[src/hsv2rgb_pkg.sv]
`timescale 1ns / 1ps
`default_nettype none

package hsv2rgb_pkg;

    // default channel width for saturation, value and the RGB outputs
    localparam int CHANNEL_BITS_DEF = 8;

    localparam int HUE_BITS    = 11;
    localparam int FRAC_BITS   = 8;
    localparam int SECTOR_BITS = 3;

    localparam logic [SECTOR_BITS-1:0] SECT_RED_YEL   = 3'd0;
    localparam logic [SECTOR_BITS-1:0] SECT_YEL_GRN   = 3'd1;
    localparam logic [SECTOR_BITS-1:0] SECT_GRN_CYN   = 3'd2;
    localparam logic [SECTOR_BITS-1:0] SECT_CYN_BLU   = 3'd3;
    localparam logic [SECTOR_BITS-1:0] SECT_BLU_MAG   = 3'd4;

    // shaded level lanes
    localparam int LANE_P  = 0;
    localparam int LANE_Q  = 1;
    localparam int LANE_T  = 2;
    localparam int N_LANES = 3;

endpackage

`default_nettype wire

[src/hsv2rgb_if.sv]
`timescale 1ns / 1ps
`default_nettype none

interface hsv2rgb_in_if #(
    parameter int CHANNEL_BITS = hsv2rgb_pkg::CHANNEL_BITS_DEF
);
    logic                                valid;
    logic                                ready;
    logic [hsv2rgb_pkg::HUE_BITS-1:0]    hue;
    logic [CHANNEL_BITS-1:0]             saturation;
    logic [CHANNEL_BITS-1:0]             brightness;

    modport source (output valid, hue, saturation, brightness, input ready);
    modport sink   (input valid, hue, saturation, brightness, output ready);
endinterface

interface hsv2rgb_out_if #(
    parameter int CHANNEL_BITS = hsv2rgb_pkg::CHANNEL_BITS_DEF
);
    logic                    valid;
    logic                    ready;
    logic [CHANNEL_BITS-1:0] red;
    logic [CHANNEL_BITS-1:0] green;
    logic [CHANNEL_BITS-1:0] blue;

    modport source (output valid, red, green, blue, input ready);
    modport sink   (input valid, red, green, blue, output ready);
endinterface

`default_nettype wire

[src/hsv_to_rgb_converter.sv]
// HSV to RGB pixel converter, one pixel per clock while o_pix is not stalled.
// i_pix (sink) takes a word of hue (11 bits: sector in bits 10..8, fraction in
// 7..0), saturation and brightness; o_pix (source) gives red, green, blue.
// Both channels use valid/ready; a word moves when both are high.
// Throughput: one word per cycle while the receiver keeps o_pix.ready high. The
// four register stages are fraction products, value multiply, reciprocal
// estimate of the divide by 2^W-1 (W = CHANNEL_BITS), then correction and sector mux.
// Each stage has its own valid bit and holds while the stage after it is full
// and stalled, so a bubble is squeezed out and i_pix.ready only drops once the
// pipeline is full behind a stalled receiver. Nothing is lost or repeated.
// Reset (i_rst_n low, synchronous) empties the pipeline; the block keeps no
// other state. Saturation zero gives grey: all channels equal brightness.
// Sectors 6 and 7 map like sector 5.
`timescale 1ns / 1ps
`default_nettype none

module hsv_to_rgb_converter #(
    parameter int CHANNEL_BITS = hsv2rgb_pkg::CHANNEL_BITS_DEF
) (
    input  wire logic  i_clk,
    input  wire logic  i_rst_n,
    hsv2rgb_in_if.sink    i_pix,
    hsv2rgb_out_if.source o_pix
);
    import hsv2rgb_pkg::*;

    localparam int W  = CHANNEL_BITS;
    localparam int PW = W + FRAC_BITS;
    localparam int YW = 2 * W;

    localparam logic [W-1:0]  CMAX = {W{1'b1}};
    // (CMAX-1)/2 = 2^(W-1)-1
    localparam logic [YW-1:0] HALF = {{(W+1){1'b0}}, {(W-1){1'b1}}};

    // stage enables
    logic en1, en2, en3, en4;

    // stage 1: saturation times fraction
    logic                   r_v1;
    logic [PW-1:0]          r1_pf;
    logic [PW-1:0]          r1_pt;
    logic [W-1:0]           r1_s;
    logic [W-1:0]           r1_val;
    logic [SECTOR_BITS-1:0] r1_sect;
    logic                   r1_grey;

    // stage 2: value times level
    logic                   r_v2;
    logic [YW-1:0]          r2_prod [N_LANES];
    logic [W-1:0]           r2_val;
    logic [SECTOR_BITS-1:0] r2_sect;
    logic                   r2_grey;
    logic [W-1:0]           n_lvl   [N_LANES];

    // stage 3: rounded sum and quotient estimate
    logic                   r_v3;
    logic [YW-1:0]          r3_y    [N_LANES];
    logic [W:0]             r3_q    [N_LANES];
    logic [W-1:0]           r3_val;
    logic [SECTOR_BITS-1:0] r3_sect;
    logic                   r3_grey;
    logic [YW-1:0]          n_y     [N_LANES];
    logic [YW:0]            n_ysum  [N_LANES];

    // stage 4: corrected levels, sector mux
    logic                   r_v4;
    logic [W-1:0]           r4_red;
    logic [W-1:0]           r4_green;
    logic [W-1:0]           r4_blue;
    logic [YW:0]            n_rem   [N_LANES];
    logic [W-1:0]           n_sh    [N_LANES];
    logic [W-1:0]           n_red;
    logic [W-1:0]           n_green;
    logic [W-1:0]           n_blue;

    assign en4 = !r_v4 || o_pix.ready;
    assign en3 = !r_v3 || en4;
    assign en2 = !r_v2 || en3;
    assign en1 = !r_v1 || en2;

    assign i_pix.ready = en1;

    always_ff @(posedge i_clk) begin
        if (!i_rst_n) begin
            r_v1 <= 1'b0;
            r_v2 <= 1'b0;
            r_v3 <= 1'b0;
            r_v4 <= 1'b0;
        end else begin
            if (en1) r_v1 <= i_pix.valid;
            if (en2) r_v2 <= r_v1;
            if (en3) r_v3 <= r_v2;
            if (en4) r_v4 <= r_v3;
        end
    end

    // stage 1
    always_ff @(posedge i_clk) begin
        if (en1) begin
            r1_pf   <= PW'(i_pix.saturation) * PW'(i_pix.hue[FRAC_BITS-1:0]);
            r1_pt   <= PW'(i_pix.saturation)
                       * PW'(9'd256 - {1'b0, i_pix.hue[FRAC_BITS-1:0]});
            r1_s    <= i_pix.saturation;
            r1_val  <= i_pix.brightness;
            r1_sect <= i_pix.hue[HUE_BITS-1:FRAC_BITS];
            r1_grey <= (i_pix.saturation == '0);
        end
    end

    // stage 2: levels never go negative, the subtracted term is at most s
    assign n_lvl[LANE_P] = CMAX - r1_s;
    assign n_lvl[LANE_Q] = CMAX - r1_pf[PW-1:FRAC_BITS];
    assign n_lvl[LANE_T] = CMAX - r1_pt[PW-1:FRAC_BITS];

    always_ff @(posedge i_clk) begin
        if (en2) begin
            for (int k = 0; k < N_LANES; k++) begin
                r2_prod[k] <= YW'(r1_val) * YW'(n_lvl[k]);
            end
            r2_val  <= r1_val;
            r2_sect <= r1_sect;
            r2_grey <= r1_grey;
        end
    end

    // stage 3: y/(2^W-1) ~ (y + y>>W) >> W, low by at most one
    always_comb begin
        for (int k = 0; k < N_LANES; k++) begin
            n_y[k]    = r2_prod[k] + HALF;
            n_ysum[k] = {1'b0, n_y[k]} + (YW + 1)'(n_y[k] >> W);
        end
    end

    always_ff @(posedge i_clk) begin
        if (en3) begin
            for (int k = 0; k < N_LANES; k++) begin
                r3_y[k] <= n_y[k];
                r3_q[k] <= n_ysum[k][YW:W];
            end
            r3_val  <= r2_val;
            r3_sect <= r2_sect;
            r3_grey <= r2_grey;
        end
    end

    // stage 4: remainder y - q*CMAX, bump q if it reaches CMAX
    always_comb begin
        for (int k = 0; k < N_LANES; k++) begin
            n_rem[k] = {1'b0, r3_y[k]} + (YW + 1)'(r3_q[k])
                       - {1'b0, r3_q[k][W-1:0], {W{1'b0}}};
            n_sh[k]  = (n_rem[k] >= (YW + 1)'(CMAX)) ? r3_q[k][W-1:0] + 1'b1
                                                      : r3_q[k][W-1:0];
        end

        case (r3_sect)
            SECT_RED_YEL: begin
                n_red = r3_val;         n_green = n_sh[LANE_T]; n_blue = n_sh[LANE_P];
            end
            SECT_YEL_GRN: begin
                n_red = n_sh[LANE_Q];   n_green = r3_val;       n_blue = n_sh[LANE_P];
            end
            SECT_GRN_CYN: begin
                n_red = n_sh[LANE_P];   n_green = r3_val;       n_blue = n_sh[LANE_T];
            end
            SECT_CYN_BLU: begin
                n_red = n_sh[LANE_P];   n_green = n_sh[LANE_Q]; n_blue = r3_val;
            end
            SECT_BLU_MAG: begin
                n_red = n_sh[LANE_T];   n_green = n_sh[LANE_P]; n_blue = r3_val;
            end
            default: begin
                n_red = r3_val;         n_green = n_sh[LANE_P]; n_blue = n_sh[LANE_Q];
            end
        endcase

        if (r3_grey) begin
            n_red   = r3_val;
            n_green = r3_val;
            n_blue  = r3_val;
        end
    end

    always_ff @(posedge i_clk) begin
        if (en4) begin
            r4_red   <= n_red;
            r4_green <= n_green;
            r4_blue  <= n_blue;
        end
    end

    assign o_pix.valid = r_v4;
    assign o_pix.red   = r4_red;
    assign o_pix.green = r4_green;
    assign o_pix.blue  = r4_blue;

endmodule

`default_nettype wire

[src/flat_wrapper.sv]
// flat-port wrapper written by rule: the top's interface ports become plain ports
module hsv_to_rgb_converter_flat import hsv2rgb_pkg::*;
#(
    parameter int CHANNEL_BITS = hsv2rgb_pkg::CHANNEL_BITS_DEF
)
  (i_clk, i_rst_n, i_pix_valid, i_pix_hue, i_pix_saturation, i_pix_brightness, i_pix_ready, o_pix_valid, o_pix_red, o_pix_green, o_pix_blue, o_pix_ready);
  hsv2rgb_in_if #(.CHANNEL_BITS(CHANNEL_BITS)) i_pix_i ();
  hsv2rgb_out_if #(.CHANNEL_BITS(CHANNEL_BITS)) o_pix_i ();
  input  wire logic i_clk;
  input  wire logic i_rst_n;
  input wire logic [$bits(i_pix_i.valid)-1:0] i_pix_valid;
  input wire logic [$bits(i_pix_i.hue)-1:0] i_pix_hue;
  input wire logic [$bits(i_pix_i.saturation)-1:0] i_pix_saturation;
  input wire logic [$bits(i_pix_i.brightness)-1:0] i_pix_brightness;
  output wire logic [$bits(i_pix_i.ready)-1:0] i_pix_ready;
  output wire logic [$bits(o_pix_i.valid)-1:0] o_pix_valid;
  output wire logic [$bits(o_pix_i.red)-1:0] o_pix_red;
  output wire logic [$bits(o_pix_i.green)-1:0] o_pix_green;
  output wire logic [$bits(o_pix_i.blue)-1:0] o_pix_blue;
  input wire logic [$bits(o_pix_i.ready)-1:0] o_pix_ready;
  assign i_pix_i.valid = i_pix_valid;
  assign i_pix_i.hue = i_pix_hue;
  assign i_pix_i.saturation = i_pix_saturation;
  assign i_pix_i.brightness = i_pix_brightness;
  assign i_pix_ready = i_pix_i.ready;
  assign o_pix_valid = o_pix_i.valid;
  assign o_pix_red = o_pix_i.red;
  assign o_pix_green = o_pix_i.green;
  assign o_pix_blue = o_pix_i.blue;
  assign o_pix_i.ready = o_pix_ready;
  hsv_to_rgb_converter #(.CHANNEL_BITS(CHANNEL_BITS)) u_core (.i_clk(i_clk), .i_rst_n(i_rst_n), .i_pix(i_pix_i), .o_pix(o_pix_i));
endmodule
[config.mk]
export PLATFORM = sky130hd
export DESIGN_NAME = hsv_to_rgb_converter_flat
export DESIGN_NICKNAME = d
export VERILOG_FILES = /design/src/hsv2rgb_pkg.sv /design/src/hsv2rgb_if.sv /design/src/hsv_to_rgb_converter.sv /design/src/flat_wrapper.sv
export SDC_FILE = /design/constraint.sdc
export NUM_CORES = 1
export LEC_CHECK = 0
export CORE_MARGIN = 5
export CORE_UTILIZATION = 50
export CTS_CLUSTER_DIAMETER = 80
export DETAILED_ROUTE_END_ITERATION = 7
export DONT_BUFFER_PORTS = 1
export PLACE_DENSITY_LB_ADDON = 0.2
export SLEW_MARGIN = 30
export SYNTH_ARGS = -nofsm -noshare
export SYNTH_HDL_FRONTEND = slang
export SYNTH_SLANG_ARGS = --single-unit
[constraint.sdc]
create_clock -name i_clk -period 7.2 [get_ports i_clk]
set_input_delay 0.36 -clock i_clk [delete_from_list [all_inputs] [get_ports i_clk]]
set_output_delay 0.36 -clock i_clk [all_outputs]
set_load 0.005 [all_outputs]
==> results of run 1 <==
synth_stat cells (43+ instances only):
cell,n,area [sq um]
a21oi_1,88,440.4
nand2_1,126,473.0
nor2_1,125,469.2
o21ai_0,74,370.4
nand2b_1,113,706.9
edfxtp_1,207,6216
clkbuf_1,43,161.4
xor2_1,46,402.9
fa_1,186,3724
inv_1,417,1565
nor2b_1,119,744.5
ha_1,291,3641
nor3_1,45,225.2
and2_1,85,531.8
xnor2_1,95,832.1
how the worst min path moves through the flow:
stage                                        endpoint  slack (ps)  cells after the start
final                        u_core.r1_grey$_DFFE_PP_         110                      2
after global routing         u_core.r1_grey$_DFFE_PP_         100                      2
after CTS                    u_core.r1_grey$_DFFE_PP_          70                      2
after detailed placement  u_core.r2_sect[0]$_DFFE_PP_         410                      0
after global placement    u_core.r2_sect[0]$_DFFE_PP_         400                      0
after floorplan              u_core.r2_grey$_DFFE_PP_         400                      0
flip-flops by register name, indices dropped and copies added, names as in the netlist:
name and count:
u_core.r2_prod 48, u_core.r3_y 48, u_core.r3_q 27, u_core.o_pix.blue 8, u_core.o_pix.green 8, u_core.o_pix.red 8, u_core.r1_pf 8, u_core.r1_pt 8
u_core.r1_s 8, u_core.r1_val 8, u_core.r2_val 8, u_core.r3_val 8, u_core.r1_sect 3, u_core.r2_sect 3, u_core.r3_sect 3, u_core.o_pix.valid 1
u_core.r1_grey 1, u_core.r2_grey 1, u_core.r3_grey 1, u_core.r_v1 1, u_core.r_v2 1, u_core.r_v3 1
layout make-up:
cell class,count,area (sq um),share of cell area [%]
Multi-Input combinational cell,1702,15080,60.83
Clock buffer,28,636.9,2.569
Tap cell,600,750.7,3.028
Inverter,417,1565,6.314
Clock inverter,17,160.2,0.6461
Timing Repair Buffer,32,300.3,1.211
Sequential cell,211,6296,25.40
routing by layer:
layer  track usage (%)  vias up  routed length, um
met5                 0        -                  0
met2             35.19      312              24740
met1             25.34     8033              21740
met3             2.397       74               1901
met4             4.842        0               1049
li1                  -     7995                  -
critical path: stages, from the launching register on:
cell      delay, ps
edfxtp_1        780
nor2b_1         320
fa_1            450
fa_1            510
inv_1            60
fa_1            520
inv_1            50
fa_1            430
ha_1            330
o21ai_0         120
a21boi_0        230
o21ai_0         150
a21boi_0        260
o21ai_0         140
a21boi_0        270
o21ai_0         140
nor2b_1         150
xnor2_1         120
cells by family (layout without fill, tap and decap cells):
| family | Yosys count | count (layout) | synth area share (%) |
|---|---|---|---|
| simple gates | 727 | 727 | 17.02 |
| fa+ha+maj | 477 | 477 | 31.83 |
| xor+xnor | 141 | 141 | 5.337 |
| buf+inv | 467 | 494 | 7.662 |
| mux | 15 | 15 | 0.6597 |
| compound gates | 342 | 342 | 10.28 |
| flops | 211 | 211 | 27.21 |
per-stage QoR:
stage	instances	utilization, %	area, sq um	hold WS [ps]
finish	3007	54.39	24790	107.8
global route	3007	54.39	24790	96.24
CTS	3007	54.39	24790	74.35
detailed placement	2941	52.18	23780	405.2
global placement	2940	52.15	23770	403.7
floorplan	2380	-	23140	400.3
repair_timing:
action                                 CTS  global route
setup endpoints to repair                0             0
endpoints found under the hold margin   23             0
hold buffers                            21             0
==> results.md, run 1 <==
| Result | Value |
|---|---|
| Status | complete, no violations |
| R2R Path Start | u_core.r1_val[3]$_DFFE_PP_ |
| Floorplan Core Area | 45,580 sq um |
| Unique masters post-synth | 94 |
| Endpoint kind of the worst setup timing path | flip-flop |
| Routed wire length | 49,430 um |
| Number of CTS-inserted buffers | 25 |
| Global-route congestion overflow total | 0 |
| Ratio of final minimum period to clock period | 73.52% |
| Slew HR | 35.34% |
| DRC viols | 0 |
| Number of detailed-routing iterations run before antenna repair | 6 |
| Vias post-DR | 16.41k |
| Count of standard-cell rows | 78 |
| Fraction of layout instances using a drive strength above 1 | 3.656% |
| Detailed placer's ending HPWL | 39,280 um |
| Category of the most critical setup path | flip-flop to flip-flop |
| Antenna violations before repair | 0 |
| Final critical path time including I/O delays and setup | 5294 ps |
| Synth Warn # | 0 |
| Worst-skew pair later-pin latency | 540 ps |
| Quantity of gates resized following cts | 0 |
| Worst setup margin | 1906 ps |
| Startpoint of the most critical hold path | i_pix_saturation[5] |
| Final estimated routing congestion in global placement | 0.9252 |
| Critical path launch point | u_core.r1_val[3]$_DFFE_PP_ |
| CTS max path bufs | 3 |
| Most frequent standard cell in the layout excluding fill and tap cells | inv_1 |
| Routed length per placed instance | 16.44 um |
| Die outline area | 50,680 sq um |
| Sort of element at the start of the critical path | flip-flop |
| Summed instance area of the synthesized netlist | 23,140 sq um |
| Die X-Extent | 225.1 um |
| Part of the Yosys area used for sequential elements | 27.21% |
| Worst slack at placement | 1454 ps |
| Total number of nets in the final design | 2,897 |
| Endpoint arrival time on the critical path | 5580 ps |
| Pin count of the biggest net entering global routing | 71 |
| First-pass GRT wire length | 83,400 um |
| Maximum clock skew at final layout | 12.61 ps |
| Post-detailed-route count of antenna-violating nets | 0 |
| Share of flip-flops with an asynchronous set or reset after synthesis | 0% |
| Data required time at the worst endpoint | 7480 ps |
| Most used DFF post-synth | edfxtp_1 |
| Achievable frequency | 188.9 MHz |
| Vertical die dimension | 225.1 um |
| Worst slew pin tran | 969.9 ps |
| Hold Vio Cnt, Final | 0 |
| Kind of path behind the tightest hold check | input pin to flip-flop |
| Total count of max-transition violations in the final report | 0 |
| Reg2Reg Depth | 17 |
| TritonCTS clock tree | yes |
| Flop-to-flop setup slack | 1910 ps |
| Number of nets produced by synthesis | 2,888 |
| Final setup violating endpoints | 0 |
| Worst r2r dst | u_core.r2_prod[0][29]$_DFFE_PP_ |
| Clock Pin Slew Worst Setup and Hold Paths | 60 ps |
| Max-cap viol count | 0 |
| Count of flip-flops with a built-in enable after synthesis | 207 |
| Area overhead of the layout relative to synthesis | 7.133% |
| Critical path endpoint | u_core.r2_prod[0][29]$_DFFE_PP_ |
| Detailed-route vias per instance | 5.459 |
| Fill cell count | 4,093 |
| Top Ports | 57 |
| Aggregate negative setup slack | 0 ps |
| Yosys reg bits | 211 |
| Number of input and output port buffers inserted | 0 |
| RSZ-0062 raised after global routing | false |
| Clock tree root driver cell | clkbuf_16 |
| Most used cells in the layout excluding fill and tap cells | inv_1 (416), ha_1 (291), edfxtp_1 (207), fa_1 (186), nor2_1 (125) |
| Global router's overall resource usage | 19.61% |
| Antenna Cells | 0 |
| CP max FO | 25 |
| Starting utilization of the core area | 50.77% |
| Buffers inserted during post-CTS setup optimization | 0 |
| Drt first-iter violations | 1,124 |
| Average footprint of a synthesized cell | 9.722 sq um |
| H-tree depth | 1 |
| CTS sink count | 211 |
| Number of instances in the synthesized netlist | 2,380 |
| Via count of the first global-routing pass | 17.00k |
Power of run 1 is left out: the tool's default activity adds up to more than one toggle a clock period on the data nets, which glitch-free logic cannot reach.
==> inputs of run 2 (changes only) <==
Settings changed: ABC_AREA set to 1.
Clock period 7.2 ns to 4.59 ns, I/O delays scaled along.
==> results.md, run 2 <==
| Result | Value | Change |
|---|---|---|
| Number of input and output port buffers inserted | 0 | unchanged |
| Vias post-DR | 19.03k | was 16.41k |
| Worst-skew pair later-pin latency | 540 ps | about the same |
| Most frequent standard cell in the layout excluding fill and tap cells | nand2_1 | was inv_1 |
| Floorplan Core Area | 46,560 sq um | was 45,580 sq um |
| Drt first-iter violations | 1,105 | was 1,124 |
| Leading cell types by total area after synthesis | edfxtp_1 (26%), fa_1 (16%), ha_1 (15%), nand2_1 (10%), inv_1 (10%) | was edfxtp_1 (27%), fa_1 (16%), ha_1 (16%), inv_1 (6.8%), xnor2_1 (3.6%) |
| Starting utilization of the core area | 50.63% | was 50.77% |
| Pin count of the biggest net entering global routing | 66 | was 71 |
| CTS max path bufs | 3 | unchanged |
| Final critical path time including I/O delays and setup | 4533 ps | was 5294 ps |
| Count of standard-cell rows | 79 | was 78 |
| Most used cells in the layout excluding fill and tap cells | nand2_1 (634), inv_1 (611), nor2_1 (288), ha_1 (275), edfxtp_1 (207) | was inv_1 (416), ha_1 (291), edfxtp_1 (207), fa_1 (186), nor2_1 (125) |
| Detailed placer's ending HPWL | 46,060 um | was 39,280 um |
| Yosys reg bits | 211 | unchanged |
| Top Ports | 57 | unchanged |
| Endpoint arrival time on the critical path | 4810 ps | was 5580 ps |
| Slew HR | 46.16% | was 35.34% |
| DRC viols | 0 | unchanged |
| Most common library cells after synthesis | nand2_1 (644), inv_1 (628), nor2_1 (302), ha_1 (291), edfxtp_1 (207) | was inv_1 (417), ha_1 (291), edfxtp_1 (207), fa_1 (186), nand2_1 (126) |
| Area leader, netlist | edfxtp_1 | unchanged |
| Fill cell count | 4,169 | was 4,093 |
| Total number of nets in the final design | 3,557 | was 2,897 |
| Startpoint of the most critical hold path | i_pix_saturation[7] | was i_pix_saturation[5] |
| Fraction of layout instances using a drive strength above 1 | 10.40% | was 3.656% |
| Maximum clock skew at final layout | 12.39 ps | was 12.61 ps |
| Average footprint of a synthesized cell | 8.056 sq um | was 9.722 sq um |
| Most frequently used cell type in the post-synthesis netlist | nand2_1 | was inv_1 |
| Leading registers by flop count | u_core.r2_prod (48), u_core.r3_y (48), u_core.r3_q (27) | unchanged |
| Achievable frequency | 220.6 MHz | was 188.9 MHz |
| Number of CTS-inserted buffers | 25 | unchanged |
| Status | complete, no violations | unchanged |
| Summed instance area of the synthesized netlist | 23,570 sq um | was 23,140 sq um |
| Worst slew pin tran | 807.6 ps | was 969.9 ps |
| Via count of the first global-routing pass | 19.01k | was 17.00k |
| Ratio of final minimum period to clock period | 98.75% | was 73.52% |
| First-pass GRT wire length | 92,420 um | was 83,400 um |
| Hold Vio Cnt, Final | 0 | unchanged |
| Sequential cell area | 6296 sq um | unchanged |
| Clock Pin Slew Worst Setup and Hold Paths | 60 ps | about the same |
| Endpoint kind of the worst setup timing path | flip-flop | unchanged |
| Worst r2r dst | u_core.r2_prod[0][31]$_DFFE_PP_ | was u_core.r2_prod[0][29]$_DFFE_PP_ |
| Area of the multi-input gates | 15,090 sq um | was 15,080 sq um |
| Flop-to-flop setup slack | 60 ps | was 1910 ps |
| Critical path endpoint | u_core.r2_prod[0][31]$_DFFE_PP_ | was u_core.r2_prod[0][29]$_DFFE_PP_ |
| Routed length per placed instance | 15.45 um | was 16.44 um |
| RSZ-0062 raised after global routing | true | was false |
| Global router's overall resource usage | 21.83% | was 19.61% |
| Die outline area | 51,590 sq um | was 50,680 sq um |
| Number of nets produced by synthesis | 3,434 | was 2,888 |
| Count of flip-flops with a built-in enable after synthesis | 207 | unchanged |
| Data required time at the worst endpoint | 4860 ps | was 7480 ps |
| Reg2Reg Depth | 20 | was 17 |
| Routed wire length | 56,740 um | was 49,430 um |
| Share of the synthesized area in the top cell type | 26.37% | was 26.86% |
| Most used DFF post-synth | edfxtp_1 | unchanged |
| Die X-Extent | 227.1 um | was 225.1 um |
| Post-detailed-route count of antenna-violating nets | 0 | unchanged |
| Post-route core utilization | 57.01% | was 54.39% |
| Max-cap viol count | 0 | unchanged |
| Kind of path behind the tightest hold check | input pin to flip-flop | unchanged |
| CTS sink count | 211 | unchanged |
| Global-route congestion overflow total | 0 | unchanged |
| Detailed-route vias per instance | 5.182 | was 5.459 |
| Number of instances in the synthesized netlist | 2,926 | was 2,380 |
| Sort of element at the start of the critical path | flip-flop | unchanged |
| Unique masters post-synth | 48 | was 94 |
| Clock tree root driver cell | clkbuf_16 | unchanged |
| Antenna violations before repair | 0 | unchanged |
| Critical path launch point | u_core.r1_val[3]$_DFFE_PP_ | unchanged |
| Area overhead of the layout relative to synthesis | 12.60% | was 7.133% |
| CP max FO | 5 | was 25 |
| Part of the Yosys area used for sequential elements | 26.71% | was 27.21% |
| Category of the most critical setup path | flip-flop to flip-flop | unchanged |
| Vertical die dimension | 227.1 um | was 225.1 um |
| Final setup violating endpoints | 0 | unchanged |
| Final estimated routing congestion in global placement | 0.9645 | was 0.9252 |
| Number of detailed-routing iterations run before antenna repair | 5 | was 6 |
| Antenna Cells | 0 | unchanged |
| R2R Path Start | u_core.r1_val[3]$_DFFE_PP_ | unchanged |
| TritonCTS clock tree | yes | unchanged |
| Total count of max-transition violations in the final report | 0 | unchanged |
| Synth Warn # | 0 | unchanged |
| H-tree depth | 1 | unchanged |
| Share of flip-flops with an asynchronous set or reset after synthesis | 0% | unchanged |
run 2: cell types whose count changed in the layout (fill, tap and decap cells not counted), sizes merged, moves of 63 or more:
cell,change
nand3,+152
nand2,+532
nor2,+194
nand2b,-113
inv,+219
nor2b,-119
xnor2,-63
buf,+100
and2,-82
run 2: per-layer routing:
metal	wire (um)	up-vias	GRT usage [%]
met5	0	-	0
met1	23650	8880	28.20
met2	27410	606	37.87
met3	3281	133	2.463
li1	-	9414	-
met4	2394	0	8.430
run 2: how the worst min path moves through the flow:
| stage | end | cells past startpoint | slack [ps] |
|---|---|---|---|
| final | u_core.r1_pt[15]$_DFFE_PP_ | 3 | 100 |
| after global routing | u_core.r1_grey$_DFFE_PP_ | 3 | 130 |
| after CTS | u_core.r1_pt[15]$_DFFE_PP_ | 3 | 70 |
| after detailed placement | u_core.r1_sect[2]$_DFFE_PP_ | 0 | 330 |
| after global placement | u_core.r1_sect[0]$_DFFE_PP_ | 0 | 330 |
| after floorplan | u_core.r1_s[0]$_DFFE_PP_ | 0 | 330 |
run 2: logic make-up (layout without fill, tap and decap cells):
family	count (synthesis)	count (layout)	synth area share, %
AO/OA/AOI/OAI	213	213	4.947
flip-flops	211	211	26.71
XOR/XNOR	104	104	3.864
adder cells (fa/ha/maj)	477	477	31.24
AND/OR/NAND/NOR	1239	1239	22.29
buffers and inverters	682	822	10.94
run 2: worst max-delay path, cell delays in order (launching register included):
cell,delay [ps]
edfxtp_1,420
buf_4,170
inv_4,80
nor2_1,70
fa_2,390
fa_1,480
inv_1,50
fa_1,540
inv_1,60
fa_1,590
ha_4,230
a21oi_2,180
o21ai_1,120
nor2_2,180
o21ai_2,90
a21oi_1,140
nor2_1,70
nor2_2,130
o21bai_1,100
a21oi_2,130
xor2_1,70
run 2: repair_timing:
item	in CTS	in global routing
hold buffers	21	0
setup endpoints to repair	0	8
gates resized for setup	0	67
hold endpoints to repair	23	0
setup buffers	0	36
run 2: layout make-up:
type | count | share of cell area, %
Clock buffer | 29 | 2.413
Clock inverter | 15 | 0.6317
Inverter | 643 | 9.178
Multi-Input combinational cell | 2033 | 56.84
Sequential cell | 211 | 23.72
Tap cell | 607 | 2.861
Timing Repair Buffer | 135 | 4.356
run 2: stage by stage:
step | instances | area, sq um | hold WS (ps) | setup TNS, ps | setup slack [ps]
finish | 3673 | 26540 | 96.90 | 0 | 57.33
global route | 3673 | 26540 | 130.6 | -330.6 | -131.3
CTS | 3633 | 25930 | 72.74 | 0 | 27.99
detailed placement | 3568 | 24910 | 328.4 | -265.2 | -109.6
global placement | 3568 | 24910 | 328.5 | -162.4 | -67.27
floorplan | 2926 | 23770 | 328.4 | -165.6 | -99.96
Power of run 2 is left out for the same reason.
